`src/hw/rtl/crlf_line_framer_macros.svh`:
```
// assertion macros used by the crlf line framer rtl
`ifndef CRLF_LINE_FRAMER_MACROS_SVH
`define CRLF_LINE_FRAMER_MACROS_SVH

// checked on every clock edge outside of reset
`define CLF_ASSERT(label, prop, msg) \
  label: assert property (@(posedge clk) disable iff (rst) prop) else $error(msg);

// checked on every clock edge, reset included
`define CLF_ASSERT_ALWAYS(label, prop, msg) \
  label: assert property (@(posedge clk) prop) else $error(msg);

`endif

```
`src/hw/rtl/clf_pkg.sv`:
```
// shared types, constants and helpers of the crlf line framer
package clf_pkg;

  localparam int LINE_CAPACITY_DEF = 32;

  localparam logic [7:0] BYTE_CR = 8'h0D;
  localparam logic [7:0] BYTE_LF = 8'h0A;

  localparam int TEXT_W    = 56;
  localparam int KW_LEN_W  = 3;
  localparam int LEN_OUT_W = 5;
  localparam int KW_BYTES  = 7;

  // "Arrived", first character in the low byte
  localparam logic [TEXT_W-1:0]   KW_RESET_TEXT = 56'h64_6576_6972_7241;
  localparam logic [KW_LEN_W-1:0] KW_RESET_LEN  = 3'd7;

  localparam int CFG_IDX_W = 1;
  localparam logic [CFG_IDX_W-1:0] REG_MATCH_TEXT   = 1'b0;
  localparam logic [CFG_IDX_W-1:0] REG_MATCH_LENGTH = 1'b1;

  typedef enum logic [2:0] {
    ST_IDLE,
    ST_STORE2,
    ST_READ,
    ST_LOAD,
    ST_EMPTY
  } fr_state_t;

  typedef struct packed {
    logic wr_en;
    logic rd_en;
  } mem_ctl_t;

  // keyword byte k of the packed text; no byte past the seventh
  function automatic logic [7:0] kw_byte(input logic [TEXT_W-1:0] text,
                                         input logic [2:0] k);
    logic [7:0] b;
    case (k)
      3'd0:    b = text[7:0];
      3'd1:    b = text[15:8];
      3'd2:    b = text[23:16];
      3'd3:    b = text[31:24];
      3'd4:    b = text[39:32];
      3'd5:    b = text[47:40];
      3'd6:    b = text[55:48];
      default: b = 8'h00;
    endcase
    return b;
  endfunction

endpackage

```
`src/hw/rtl/clf_store.sv`:
```
// line store: one write port, one registered read port
module clf_store import clf_pkg::*; #(
  parameter int DEPTH = LINE_CAPACITY_DEF,
  parameter int AW    = $clog2(LINE_CAPACITY_DEF)
) (
  input  logic          clk,
  input  mem_ctl_t      ctl,
  input  logic [AW-1:0] wr_addr,
  input  logic [7:0]    wr_data,
  input  logic [AW-1:0] rd_addr,
  output logic [7:0]    rd_data
);

  logic [7:0] mem [DEPTH];

  always_ff @(posedge clk) begin
    if (ctl.wr_en) begin
      mem[wr_addr] <= wr_data;
    end
  end

  // read data holds until the next read
  always_ff @(posedge clk) begin
    if (ctl.rd_en) begin
      rd_data <= mem[rd_addr];
    end
  end

endmodule

```
`src/hw/rtl/clf_ctrl.sv`:
```
// framing sequencer: byte parsing, store writes, line readout and output register
`include "crlf_line_framer_macros.svh"

module clf_ctrl import clf_pkg::*; #(
  parameter int LINE_CAPACITY = LINE_CAPACITY_DEF,
  parameter int AW            = $clog2(LINE_CAPACITY_DEF)
) (
  input  logic                 clk,
  input  logic                 rst,
  input  logic                 rx_valid,
  output logic                 rx_stall,
  input  logic [7:0]           rx_byte,
  output logic                 line_valid,
  input  logic                 line_stall,
  output logic [7:0]           line_byte,
  output logic                 last_of_line,
  output logic [LEN_OUT_W-1:0] line_length,
  output logic                 keyword_hit,
  output logic                 empty_line,
  input  logic [TEXT_W-1:0]    match_text,
  input  logic [KW_LEN_W-1:0]  match_length,
  output mem_ctl_t             mem_ctl,
  output logic [AW-1:0]        wr_addr,
  output logic [7:0]           wr_data,
  output logic [AW-1:0]        rd_addr,
  input  logic [7:0]           rd_data
);

  localparam logic [AW-1:0] FILL_MAX = AW'(LINE_CAPACITY - 1);

  fr_state_t state, state_next;
  logic [AW-1:0] fill, fill_next;
  logic          cr_pending, cr_pending_next;
  logic          discarding, discarding_next;
  logic [7:0]    pend_byte, pend_byte_next;
  logic [AW-1:0] rd_idx, rd_idx_next;
  logic          match_ok, match_ok_next;
  logic          line_valid_next;

  logic                 out_load;
  logic [7:0]           ld_byte;
  logic                 ld_last;
  logic [LEN_OUT_W-1:0] ld_len;
  logic                 ld_hit;
  logic                 ld_empty;

  logic        is_cr, is_lf, full, line_free, len_eq, byte_ok, is_last;
  logic [31:0] fill_w, idx_w;

  assign is_cr     = (rx_byte == BYTE_CR);
  assign is_lf     = (rx_byte == BYTE_LF);
  assign full      = (fill == FILL_MAX);
  assign line_free = !line_valid || !line_stall;
  assign fill_w    = 32'(fill);
  assign idx_w     = 32'(rd_idx);
  assign len_eq    = (fill_w == 32'(match_length));
  assign byte_ok   = (idx_w >= 32'(KW_BYTES)) ||
                     (rd_data == kw_byte(match_text, idx_w[2:0]));
  assign is_last   = (rd_idx == fill - AW'(1));
  assign rx_stall  = (state != ST_IDLE);
  assign rd_addr   = rd_idx;

  always_ff @(posedge clk) begin
    if (rst) begin
      state      <= ST_IDLE;
      fill       <= '0;
      cr_pending <= 1'b0;
      discarding <= 1'b0;
      line_valid <= 1'b0;
      rd_idx     <= '0;
      match_ok   <= 1'b0;
    end else begin
      state      <= state_next;
      fill       <= fill_next;
      cr_pending <= cr_pending_next;
      discarding <= discarding_next;
      line_valid <= line_valid_next;
      rd_idx     <= rd_idx_next;
      match_ok   <= match_ok_next;
    end
  end

  always_ff @(posedge clk) begin
    pend_byte <= pend_byte_next;
    if (out_load) begin
      line_byte    <= ld_byte;
      last_of_line <= ld_last;
      line_length  <= ld_len;
      keyword_hit  <= ld_hit;
      empty_line   <= ld_empty;
    end
  end

  always_comb begin
    state_next      = state;
    fill_next       = fill;
    cr_pending_next = cr_pending;
    discarding_next = discarding;
    pend_byte_next  = pend_byte;
    rd_idx_next     = rd_idx;
    match_ok_next   = match_ok;
    mem_ctl         = '0;
    wr_addr         = fill;
    wr_data         = rx_byte;
    out_load        = 1'b0;
    ld_byte         = rd_data;
    ld_last         = 1'b0;
    ld_len          = '0;
    ld_hit          = 1'b0;
    ld_empty        = 1'b0;

    case (state)
      ST_IDLE: begin
        if (rx_valid) begin
          if (discarding) begin
            if (cr_pending && is_lf) begin
              fill_next       = '0;
              cr_pending_next = 1'b0;
              discarding_next = 1'b0;
            end else begin
              cr_pending_next = is_cr;
            end
          end else if (cr_pending && is_lf) begin
            cr_pending_next = 1'b0;
            if (fill == '0) begin
              state_next = ST_EMPTY;
            end else begin
              rd_idx_next   = '0;
              match_ok_next = 1'b1;
              state_next    = ST_READ;
            end
          end else if (cr_pending) begin
            // held cr becomes data, then the new byte is handled; a full store drops both and discards
            cr_pending_next = 1'b0;
            if (full) begin
              fill_next       = '0;
              discarding_next = 1'b1;
            end else begin
              mem_ctl.wr_en = 1'b1;
              wr_data       = BYTE_CR;
              fill_next     = fill + AW'(1);
              if (is_cr) begin
                cr_pending_next = 1'b1;
              end else begin
                pend_byte_next = rx_byte;
                state_next     = ST_STORE2;
              end
            end
          end else if (is_cr) begin
            cr_pending_next = 1'b1;
          end else if (!is_lf) begin
            if (full) begin
              fill_next       = '0;
              discarding_next = 1'b1;
            end else begin
              mem_ctl.wr_en = 1'b1;
              fill_next     = fill + AW'(1);
            end
          end
        end
      end
      ST_STORE2: begin
        if (full) begin
          fill_next       = '0;
          discarding_next = 1'b1;
        end else begin
          mem_ctl.wr_en = 1'b1;
          wr_data       = pend_byte;
          fill_next     = fill + AW'(1);
        end
        state_next = ST_IDLE;
      end
      ST_READ: begin
        mem_ctl.rd_en = 1'b1;
        state_next    = ST_LOAD;
      end
      ST_LOAD: begin
        if (line_free) begin
          out_load = 1'b1;
          ld_last  = is_last;
          if (is_last) begin
            ld_len     = fill_w[LEN_OUT_W-1:0];
            ld_hit     = len_eq && match_ok && byte_ok;
            fill_next  = '0;
            state_next = ST_IDLE;
          end else begin
            rd_idx_next   = rd_idx + AW'(1);
            match_ok_next = match_ok && byte_ok;
            state_next    = ST_READ;
          end
        end
      end
      ST_EMPTY: begin
        if (line_free) begin
          out_load   = 1'b1;
          ld_byte    = 8'h00;
          ld_last    = 1'b1;
          ld_hit     = len_eq;
          ld_empty   = 1'b1;
          state_next = ST_IDLE;
        end
      end
      default: begin
        state_next = ST_IDLE;
      end
    endcase

    line_valid_next = out_load || (line_valid && line_stall);
  end

  `CLF_ASSERT(a_fill_range, fill <= FILL_MAX, "fill count past line capacity")
  `CLF_ASSERT(a_no_write_on_readout,
              (state == ST_READ || state == ST_LOAD) |-> !mem_ctl.wr_en,
              "store written during line readout")
  `CLF_ASSERT(a_empty_shape,
              line_valid && empty_line |-> last_of_line && (line_length == '0),
              "empty line result malformed")
  `CLF_ASSERT(a_hit_on_last, line_valid && keyword_hit |-> last_of_line,
              "keyword hit before end of line")
  `CLF_ASSERT(a_fill_clear_after_last, out_load && ld_last |=> fill == '0,
              "fill count not cleared after line")

endmodule

```
`src/hw/rtl/crlf_line_framer.sv`:
```
// first line byte: after the lf transaction come ST_READ, ST_LOAD, then the registered output
// empty line: after the lf transaction ST_EMPTY loads its single result into the output register
// throughput: one rx byte per cycle in idle; a held cr stored with a data byte adds ST_STORE2
// readout: ST_READ then ST_LOAD per line byte, for the store's registered read port; rx stalls
// reset: synchronous, clears sequencer, fill count and flags; keyword back to "Arrived", length 7
// store contents are not cleared; only entries below the fill count are ever read
module crlf_line_framer import clf_pkg::*; #(
  parameter int LINE_CAPACITY = LINE_CAPACITY_DEF
) (
  input  logic                 clk,
  input  logic                 rst,
  input  logic                 rx_valid,
  output logic                 rx_stall,
  input  logic [7:0]           rx_byte,
  output logic                 line_valid,
  input  logic                 line_stall,
  output logic [7:0]           line_byte,
  output logic                 last_of_line,
  output logic [LEN_OUT_W-1:0] line_length,
  output logic                 keyword_hit,
  output logic                 empty_line,
  input  logic                 cfg_valid,
  output logic                 cfg_ready,
  input  logic [CFG_IDX_W-1:0] cfg_index,
  input  logic [TEXT_W-1:0]    cfg_data
);

  localparam int AW = $clog2(LINE_CAPACITY);

  logic [TEXT_W-1:0]   match_text;
  logic [KW_LEN_W-1:0] match_length;
  mem_ctl_t            mem_ctl;
  logic [AW-1:0]       wr_addr;
  logic [7:0]          wr_data;
  logic [AW-1:0]       rd_addr;
  logic [7:0]          rd_data;

  assign cfg_ready = 1'b1;

  always_ff @(posedge clk) begin
    if (rst) begin
      match_text   <= KW_RESET_TEXT;
      match_length <= KW_RESET_LEN;
    end else if (cfg_valid && cfg_ready) begin
      case (cfg_index)
        REG_MATCH_TEXT:   match_text   <= cfg_data;
        REG_MATCH_LENGTH: match_length <= cfg_data[KW_LEN_W-1:0];
        default: ;
      endcase
    end
  end

  clf_ctrl #(
    .LINE_CAPACITY(LINE_CAPACITY),
    .AW           (AW)
  ) u_ctrl (
    .clk         (clk),
    .rst         (rst),
    .rx_valid    (rx_valid),
    .rx_stall    (rx_stall),
    .rx_byte     (rx_byte),
    .line_valid  (line_valid),
    .line_stall  (line_stall),
    .line_byte   (line_byte),
    .last_of_line(last_of_line),
    .line_length (line_length),
    .keyword_hit (keyword_hit),
    .empty_line  (empty_line),
    .match_text  (match_text),
    .match_length(match_length),
    .mem_ctl     (mem_ctl),
    .wr_addr     (wr_addr),
    .wr_data     (wr_data),
    .rd_addr     (rd_addr),
    .rd_data     (rd_data)
  );

  clf_store #(
    .DEPTH(LINE_CAPACITY),
    .AW   (AW)
  ) u_store (
    .clk    (clk),
    .ctl    (mem_ctl),
    .wr_addr(wr_addr),
    .wr_data(wr_data),
    .rd_addr(rd_addr),
    .rd_data(rd_data)
  );

endmodule
```
`config.mk`:
```
export PLATFORM = sky130hd
export DESIGN_NAME = crlf_line_framer
export DESIGN_NICKNAME = d
export VERILOG_FILES = /design/src/hw/rtl/clf_pkg.sv /design/src/hw/rtl/clf_store.sv /design/src/hw/rtl/clf_ctrl.sv /design/src/hw/rtl/crlf_line_framer.sv
export VERILOG_INCLUDE_DIRS = /design/src /design/src/hw/rtl
export SDC_FILE = /design/constraint.sdc
export NUM_CORES = 1
export LEC_CHECK = 0
export BUFFER_PORTS_ARGS = -buffer_cell sky130_fd_sc_hd__buf_2
export CORE_MARGIN = 3
export CORE_UTILIZATION = 35
export DETAILED_ROUTE_END_ITERATION = 10
export GPL_TIMING_DRIVEN = 1
export PLACE_DENSITY = 0.54
export SLEW_MARGIN = 5
export SYNTH_ARGS = -nofsm -noshare
export SYNTH_HDL_FRONTEND = slang
export SYNTH_SLANG_ARGS = --single-unit
```
`constraint.sdc`:
```
create_clock -name clk -period 6.75 [get_ports clk]
set_input_delay 0.3375 -clock clk [delete_from_list [all_inputs] [get_ports clk]]
set_output_delay 0.3375 -clock clk [all_outputs]
set_load 0.02 [all_outputs]
```
## Word level (Yosys, flattened, before mapping)

Memory sizes are Yosys's and may differ from the RTL's. A register that Yosys moved wholly into a read port is not among the register bits.
Index checks and enable logic that the tools add are counted.

| storage, ports and cells | value |
|---|---|
| bits in writable memories | 256 |
| flip-flop bits (word level) | 100 |
| output and inout port bits | 19 |
| input port bits | 70 |
| memories kept | 1 |

Memories:

| memory | words | bits a word | read ports | clocked after Yosys merged registers in | wr ports | RTL line | RTL |
|---|---|---|---|---|---|---|---|
| u_store.mem | 32 | 8 | 1 | 1 | 1 | clf_store.sv:14 | `logic [7:0] mem [DEPTH];` |

| operators by class | value |
|---|---|
| add/sub/neg operators | 3 |
| magnitude comparators | 1 |
| reductions and logical operators | 27 |
| bitwise logic cells | 5 |
| muxes and demuxes | 81 |
| eq/ne operators | 32 |

Operators with widths:

| cell | number |
|---|---|
| 2-to-1 mux 5 bit | 16 |
| 2-to-1 mux 8 bit | 8 |
| one-hot mux 8 bit (7 select lines) | 1 |
| 2-to-1 mux 1 bit | 37 |
| 2-to-1 mux 3 bit | 9 |
| AND reduction 7 bit | 3 |
| == test 8 x 4 -> 1 bit (second input constant) | 2 |
| one-hot mux 8 bit (2 select lines) | 1 |
| one-hot mux 5 bit (3 select lines) | 1 |
| == test 3 x 2 -> 1 bit (second input constant) | 4 |
| == test 3 bit (second input constant) | 4 |
| one-hot mux 3 bit (4 select lines) | 1 |
| adder 5 x 1 -> 5 bit (second input constant) | 2 |
| inequality test 2 x 1 -> 1 bit (second input constant) | 5 |
| one-hot mux 1 bit (2 select lines) | 5 |
| one-hot mux 5 bit (2 select lines) | 1 |
| inequality test 3 bit (second input constant) | 3 |
| == test 8 bit | 1 |
| inequality test 2 bit (second input constant) | 4 |
| inequality test 4 x 3 -> 1 bit (second input constant) | 2 |
| AND reduction 8 bit | 1 |
| == test 3 x 1 -> 1 bit (second input constant) | 2 |
| logical NOT 3 bit | 2 |
| AND reduction 2 bit | 3 |
| 17 further kinds | 31 |

## Depth between registers and ports, before layout

| logic depth | value |
|---|---|
| depth in word-level cells | 11 |
| gate-level depth with buffers | 14 |

## Cells and area by module

Synthesis repeated with hierarchy kept, for this count alone.

| second synthesis, totals | value |
|---|---|
| cells, all modules | 962 |
| area, all modules | 15403.5 um^2 |

By module, submodules not included:

| module | cells each | area each (um^2) | sequential area each (um^2) | times used |
|---|---|---|---|---|
| clf_store | 417 | 10133.5 | 7927.6 | 1 |
| clf_ctrl | 283 | 2708.8 | 1061.0 | 1 |
| crlf_line_framer | 262 | 2561.2 | 1181.1 | 1 |

## Worst setup path before layout

Ideal clock, no wire load.

| timing path | value |
|---|---|
| path kind | register to register |
| start | register u_ctrl.rd_idx[1], in the netlist u_ctrl.rd_addr[1] |
| end | register u_ctrl.keyword_hit, data pin |
| stages on the path, launching flop included | 15 |
| clock period less this slack | 2904 ps |
| arrival | 2729 ps |
| path slack | 3846 ps |
| cells stage by stage | dfxtp_1 clkbuf_1 buf_2 clkbuf_1 inv_1 ha_1 clkbuf_1 buf_2 a22oi_1 nand3_1 a22oi_1 xnor2_1 nor4_1 nand3_1 a311oi_1 |

| on the way | value |
|---|---|
| cells in the longest elaborated chain, start to end | 8 |
| elaborated cells between the ends (all ways) | 16 |
| those cells by class | order compare (1); eq/ne (8); mux (4); reduce/logical (3) |

Ends and longest elaborated chain:

| element | RTL line | RTL |
|---|---|---|
| from (decl) | clf_ctrl.sv:36 | `logic [AW-1:0] rd_idx, rd_idx_next;` |
| from (signal assigned) | clf_ctrl.sv:78 | `rd_idx <= rd_idx_next;` |
| == test 3 bit, or another cell as far along | clf_pkg.sv:39 | `case (k)` |
| one-hot mux 8 bit (7 select lines) | clf_pkg.sv:39 |  |
| == test 8 bit | clf_ctrl.sv:58 | `(rd_data == kw_byte(match_text, idx_w[2:0]));` |
| logical OR 1 bit | clf_ctrl.sv:57 | `assign byte_ok = (idx_w >= 32'(KW_BYTES)) \|\|` |
| logical AND 1 bit | clf_ctrl.sv:183 | `ld_hit = len_eq && match_ok && byte_ok;` |
| 2-to-1 mux 1 bit (*) | clf_ctrl.sv:181 | `if (is_last) begin` |
| 2-to-1 mux 1 bit (*) | clf_ctrl.sv:178 | `if (line_free) begin` |
| one-hot mux 1 bit (2 select lines) (*) | clf_ctrl.sv:112 | `case (state)` |
| to (signal assigned) | clf_ctrl.sv:89 | `keyword_hit <= ld_hit;` |
| to (decl) | clf_ctrl.sv:18 | `output logic keyword_hit,` |

Mark *: on every way between the ends. The rest lies on a longest branch, timed or not.
A chain may end at the register's enable or synchronous reset.

## Final worst setup path

| timing path | value |
|---|---|
| start | register u_ctrl.rd_idx[0], in the netlist u_ctrl.rd_addr[0] |
| end | register u_ctrl.keyword_hit, data pin |

Same word-level chain as after synthesis.

==> impl_metrics.env <==
export IMPL_p_per_area_nw_per_um2=273.0
export IMPL_worst_slew_pin_slew_ps=1348
export IMPL_maxCapViolCount=0
export IMPL_cts_setup_buffers=0
export IMPL_drive_gt1_share_pct=23.64
export IMPL_grt_pass1_wl_um=54300
export IMPL_placedInstanceArea_um2=15880
export IMPL_clk_pin_slew_ps=60
export IMPL_drt_iter0_drc=623
export IMPL_yosysWarnings=0
export IMPL_antenna_found_initial=0
export IMPL_fin_worst_skew_ps=12.32
export IMPL_setup_viol=0
export IMPL_cts_sinks=364
export IMPL_synth_cell_types=60
export IMPL_drc=0
export IMPL_max_slew_margin_rel_pct=10.16
export IMPL_rr_startpoint="u_ctrl.rd_addr[0]"
export IMPL_finalInstanceArea_um2=17120
export IMPL_post_route_util_pct=40.72
export IMPL_num_io_pins=89
export IMPL_required_ps=7100
export IMPL_fp_dieW_um=212.7
export IMPL_arrival_ps=3930
export IMPL_synthCells=975
export IMPL_crit_end="u_ctrl.keyword_hit"
export IMPL_synth_common_cells="edfxtp_1, nand2_1, mux4_2, dfxtp_1, nor2_1"
export IMPL_reg2reg_depth=9
export IMPL_cpPeakStageDelay_ps=810
export IMPL_reg2reg_to="u_ctrl.keyword_hit"
export IMPL_routed_via_density=5.233
export IMPL_min_period_ps=3586
export IMPL_clk_latency_ps=530
export IMPL_fp_dieH_um=212.7
export IMPL_p_total_mw=4.673
export IMPL_grt_pass1_vias=8731
export IMPL_ys_seq_area_share_pct=67.99
export IMPL_die_area_um2=45250
export IMPL_crit_type="reg -> reg"
export IMPL_port_buffers=87
export IMPL_cts_tree="done"
export IMPL_cts_path_max_buffers=3
export IMPL_startpoint_type="flip-flop"
export IMPL_ys_ff_latch=364
export IMPL_synthToLayoutAreaGrowth_pct=14.44
export IMPL_syn_nets=1055
export IMPL_synth_top_cells_by_area="edfxtp_1, mux4_2, dfxtp_1"
export IMPL_tns_ps=0
export IMPL_num_vias=8488
export IMPL_synthesis_area_um2=14960
export IMPL_cp_depth=9
export IMPL_place_gp_congestion=0.7875
export IMPL_ys_flop_type="edfxtp_1"
export IMPL_synth_top_area_share_pct=57.82
export IMPL_final_hold_viol_count=0
export IMPL_cts_max_level=2
export IMPL_crit_chain="buf_4 -> ha_1 -> a22oi_1 -> a21oi_1 -> a221oi_1 -> xnor2_1 -> nor3_1 -> nand3_1 -> a311oi_1"
export IMPL_cp_slowest_cell="dfxtp_4"
export IMPL_hp_start="cfg_data[34]"
export IMPL_wire_per_inst_um=21.96
export IMPL_rsz0062_at_grt="no"
export IMPL_dp_slack_ps=3062
export IMPL_peakVddDrop_v=0.0001524
export IMPL_holdWs_ps=27.26
export IMPL_cp_end_kind="flip-flop"
export IMPL_grt_overflow=0
export IMPL_crit_start="u_ctrl.rd_addr[0]"
export IMPL_numPlacedInstances=1551
export IMPL_wl_um=35610
export IMPL_r2r_slack_ps=3160
export IMPL_period_share_pct=53.13
export IMPL_fmax_ghz=0.2789
export IMPL_layout_nets=1134
export IMPL_critPathTopFamily="flip-flops"
export IMPL_crit_fanout=36
export IMPL_n_antenna_cell=0
export IMPL_fin_ws_ps=3164
export IMPL_num_rows=75
export IMPL_synth_edf_count=288
export IMPL_cts_buffers=39
export IMPL_clockRootBuffer="clkbuf_16"
export IMPL_status="finished clean"
export IMPL_finalMaxSlewViolations=0
export IMPL_path_buf_inv=1
export IMPL_initial_core_util_pct=35.58
export IMPL_synthArstFlopShare_pct=0
export IMPL_p_leak_nw=5.608
export IMPL_place_hpwl_um=23070
export IMPL_yosys_area_top_type="edfxtp_1"
export IMPL_drt_pass1_iter_count=8
export IMPL_core_area_um2=42040
export IMPL_avgSynthCellArea_um2=15.34
export IMPL_fillCellCount=3832
export IMPL_instances_no_fill=1622
export IMPL_synth_most_common_cell="edfxtp_1"
export IMPL_ant_nets=0
export IMPL_grtUsageTotal_pct=15.81
export IMPL_grt_max_degree=76
export IMPL_hold_path_class="in -> reg"
## where the power goes
group	total, mW	switching (mW)	internal (mW)
logic	0.158	0.101	0.0571
clock network	2.05	0.850	1.20
registers	2.46	0.0165	2.44
total	4.67	0.968	3.71
## routing by layer
metal | global-route usage (%) | vias to the layer above | share of wire, %
met5 | 0 | - | 0
met4 | 4.405 | 0 | 2.5
met3 | 2.527 | 63 | 5.4
met2 | 24.74 | 276 | 46
met1 | 23.09 | 4256 | 46
li1 | - | 3893 | -
## placed cells by master, fill, tap and decap left out, drive strengths merged, types with 12 or more instances in the layout
master,count
a21oi,52
a22oi,17
and2,13
buf,95
clkbuf,48
clkinv,16
dfxtp,76
edfxtp,288
inv,14
mux4,80
nand2,146
nand3b,31
nor2,54
nor3,12
## what timing repair did
action                                 CTS  global route
gates resized for setup                  0             0
endpoints found under the hold margin    1             0
hold buffers                             1             0
## logic make-up after synthesis
| kind of cell | synth area share, % |
|---|---|
| buffers and inverters | 2.108 |
| adder cells (fa/ha/maj) | 0.8365 |
| AO/OA/AOI/OAI | 5.354 |
| other | 0.02507 |
| XOR/XNOR | 0.9368 |
| AND/OR/NAND/NOR | 9.552 |
| multiplexers | 13.20 |
| flip-flops | 67.99 |
## state kept, by name, summed over array words and instances (netlist names)
signal and cells:
u_store.rd_data 8, u_ctrl.discarding 1, u_ctrl.pend_byte 8, u_ctrl.line_valid 1, u_ctrl.empty_line 1, u_ctrl.cr_pending 1, u_ctrl.last_of_line 1, u_ctrl.line_length 5
u_ctrl.state 3, u_store.mem 256, u_ctrl.rd_addr 5, u_ctrl.keyword_hit 1, match_length 3, match_text 56, u_ctrl.wr_addr 5, u_ctrl.line_byte 8
u_ctrl.match_ok 1
## layout make-up
cell class	instances	area, µm²	area share [%]
clock buffer	48	1031	6.023
clock inverter	22	198.9	1.162
inverter	13	48.80	0.2851
multi-input combinational	540	4483	26.19
sequential	364	10180	59.45
tap	539	674.4	3.940
timing repair buffer	96	505.5	2.953
## worst min-delay path, delay by kind of cell
kind                   cells  cell delay (ps)
and+or+nand+nor            2              110
buffers and inverters      1               80
## worst min path at each step
stage | depth (start not counted) | to
floorplan | 2 | match_text[21]
global placement | 2 | match_text[48]
detailed placement | 2 | match_text[48]
CTS | 3 | match_text[33]
global route | 3 | match_text[13]
finish | 3 | match_text[34]
Note: power is estimated with default switching activity, not from simulation.
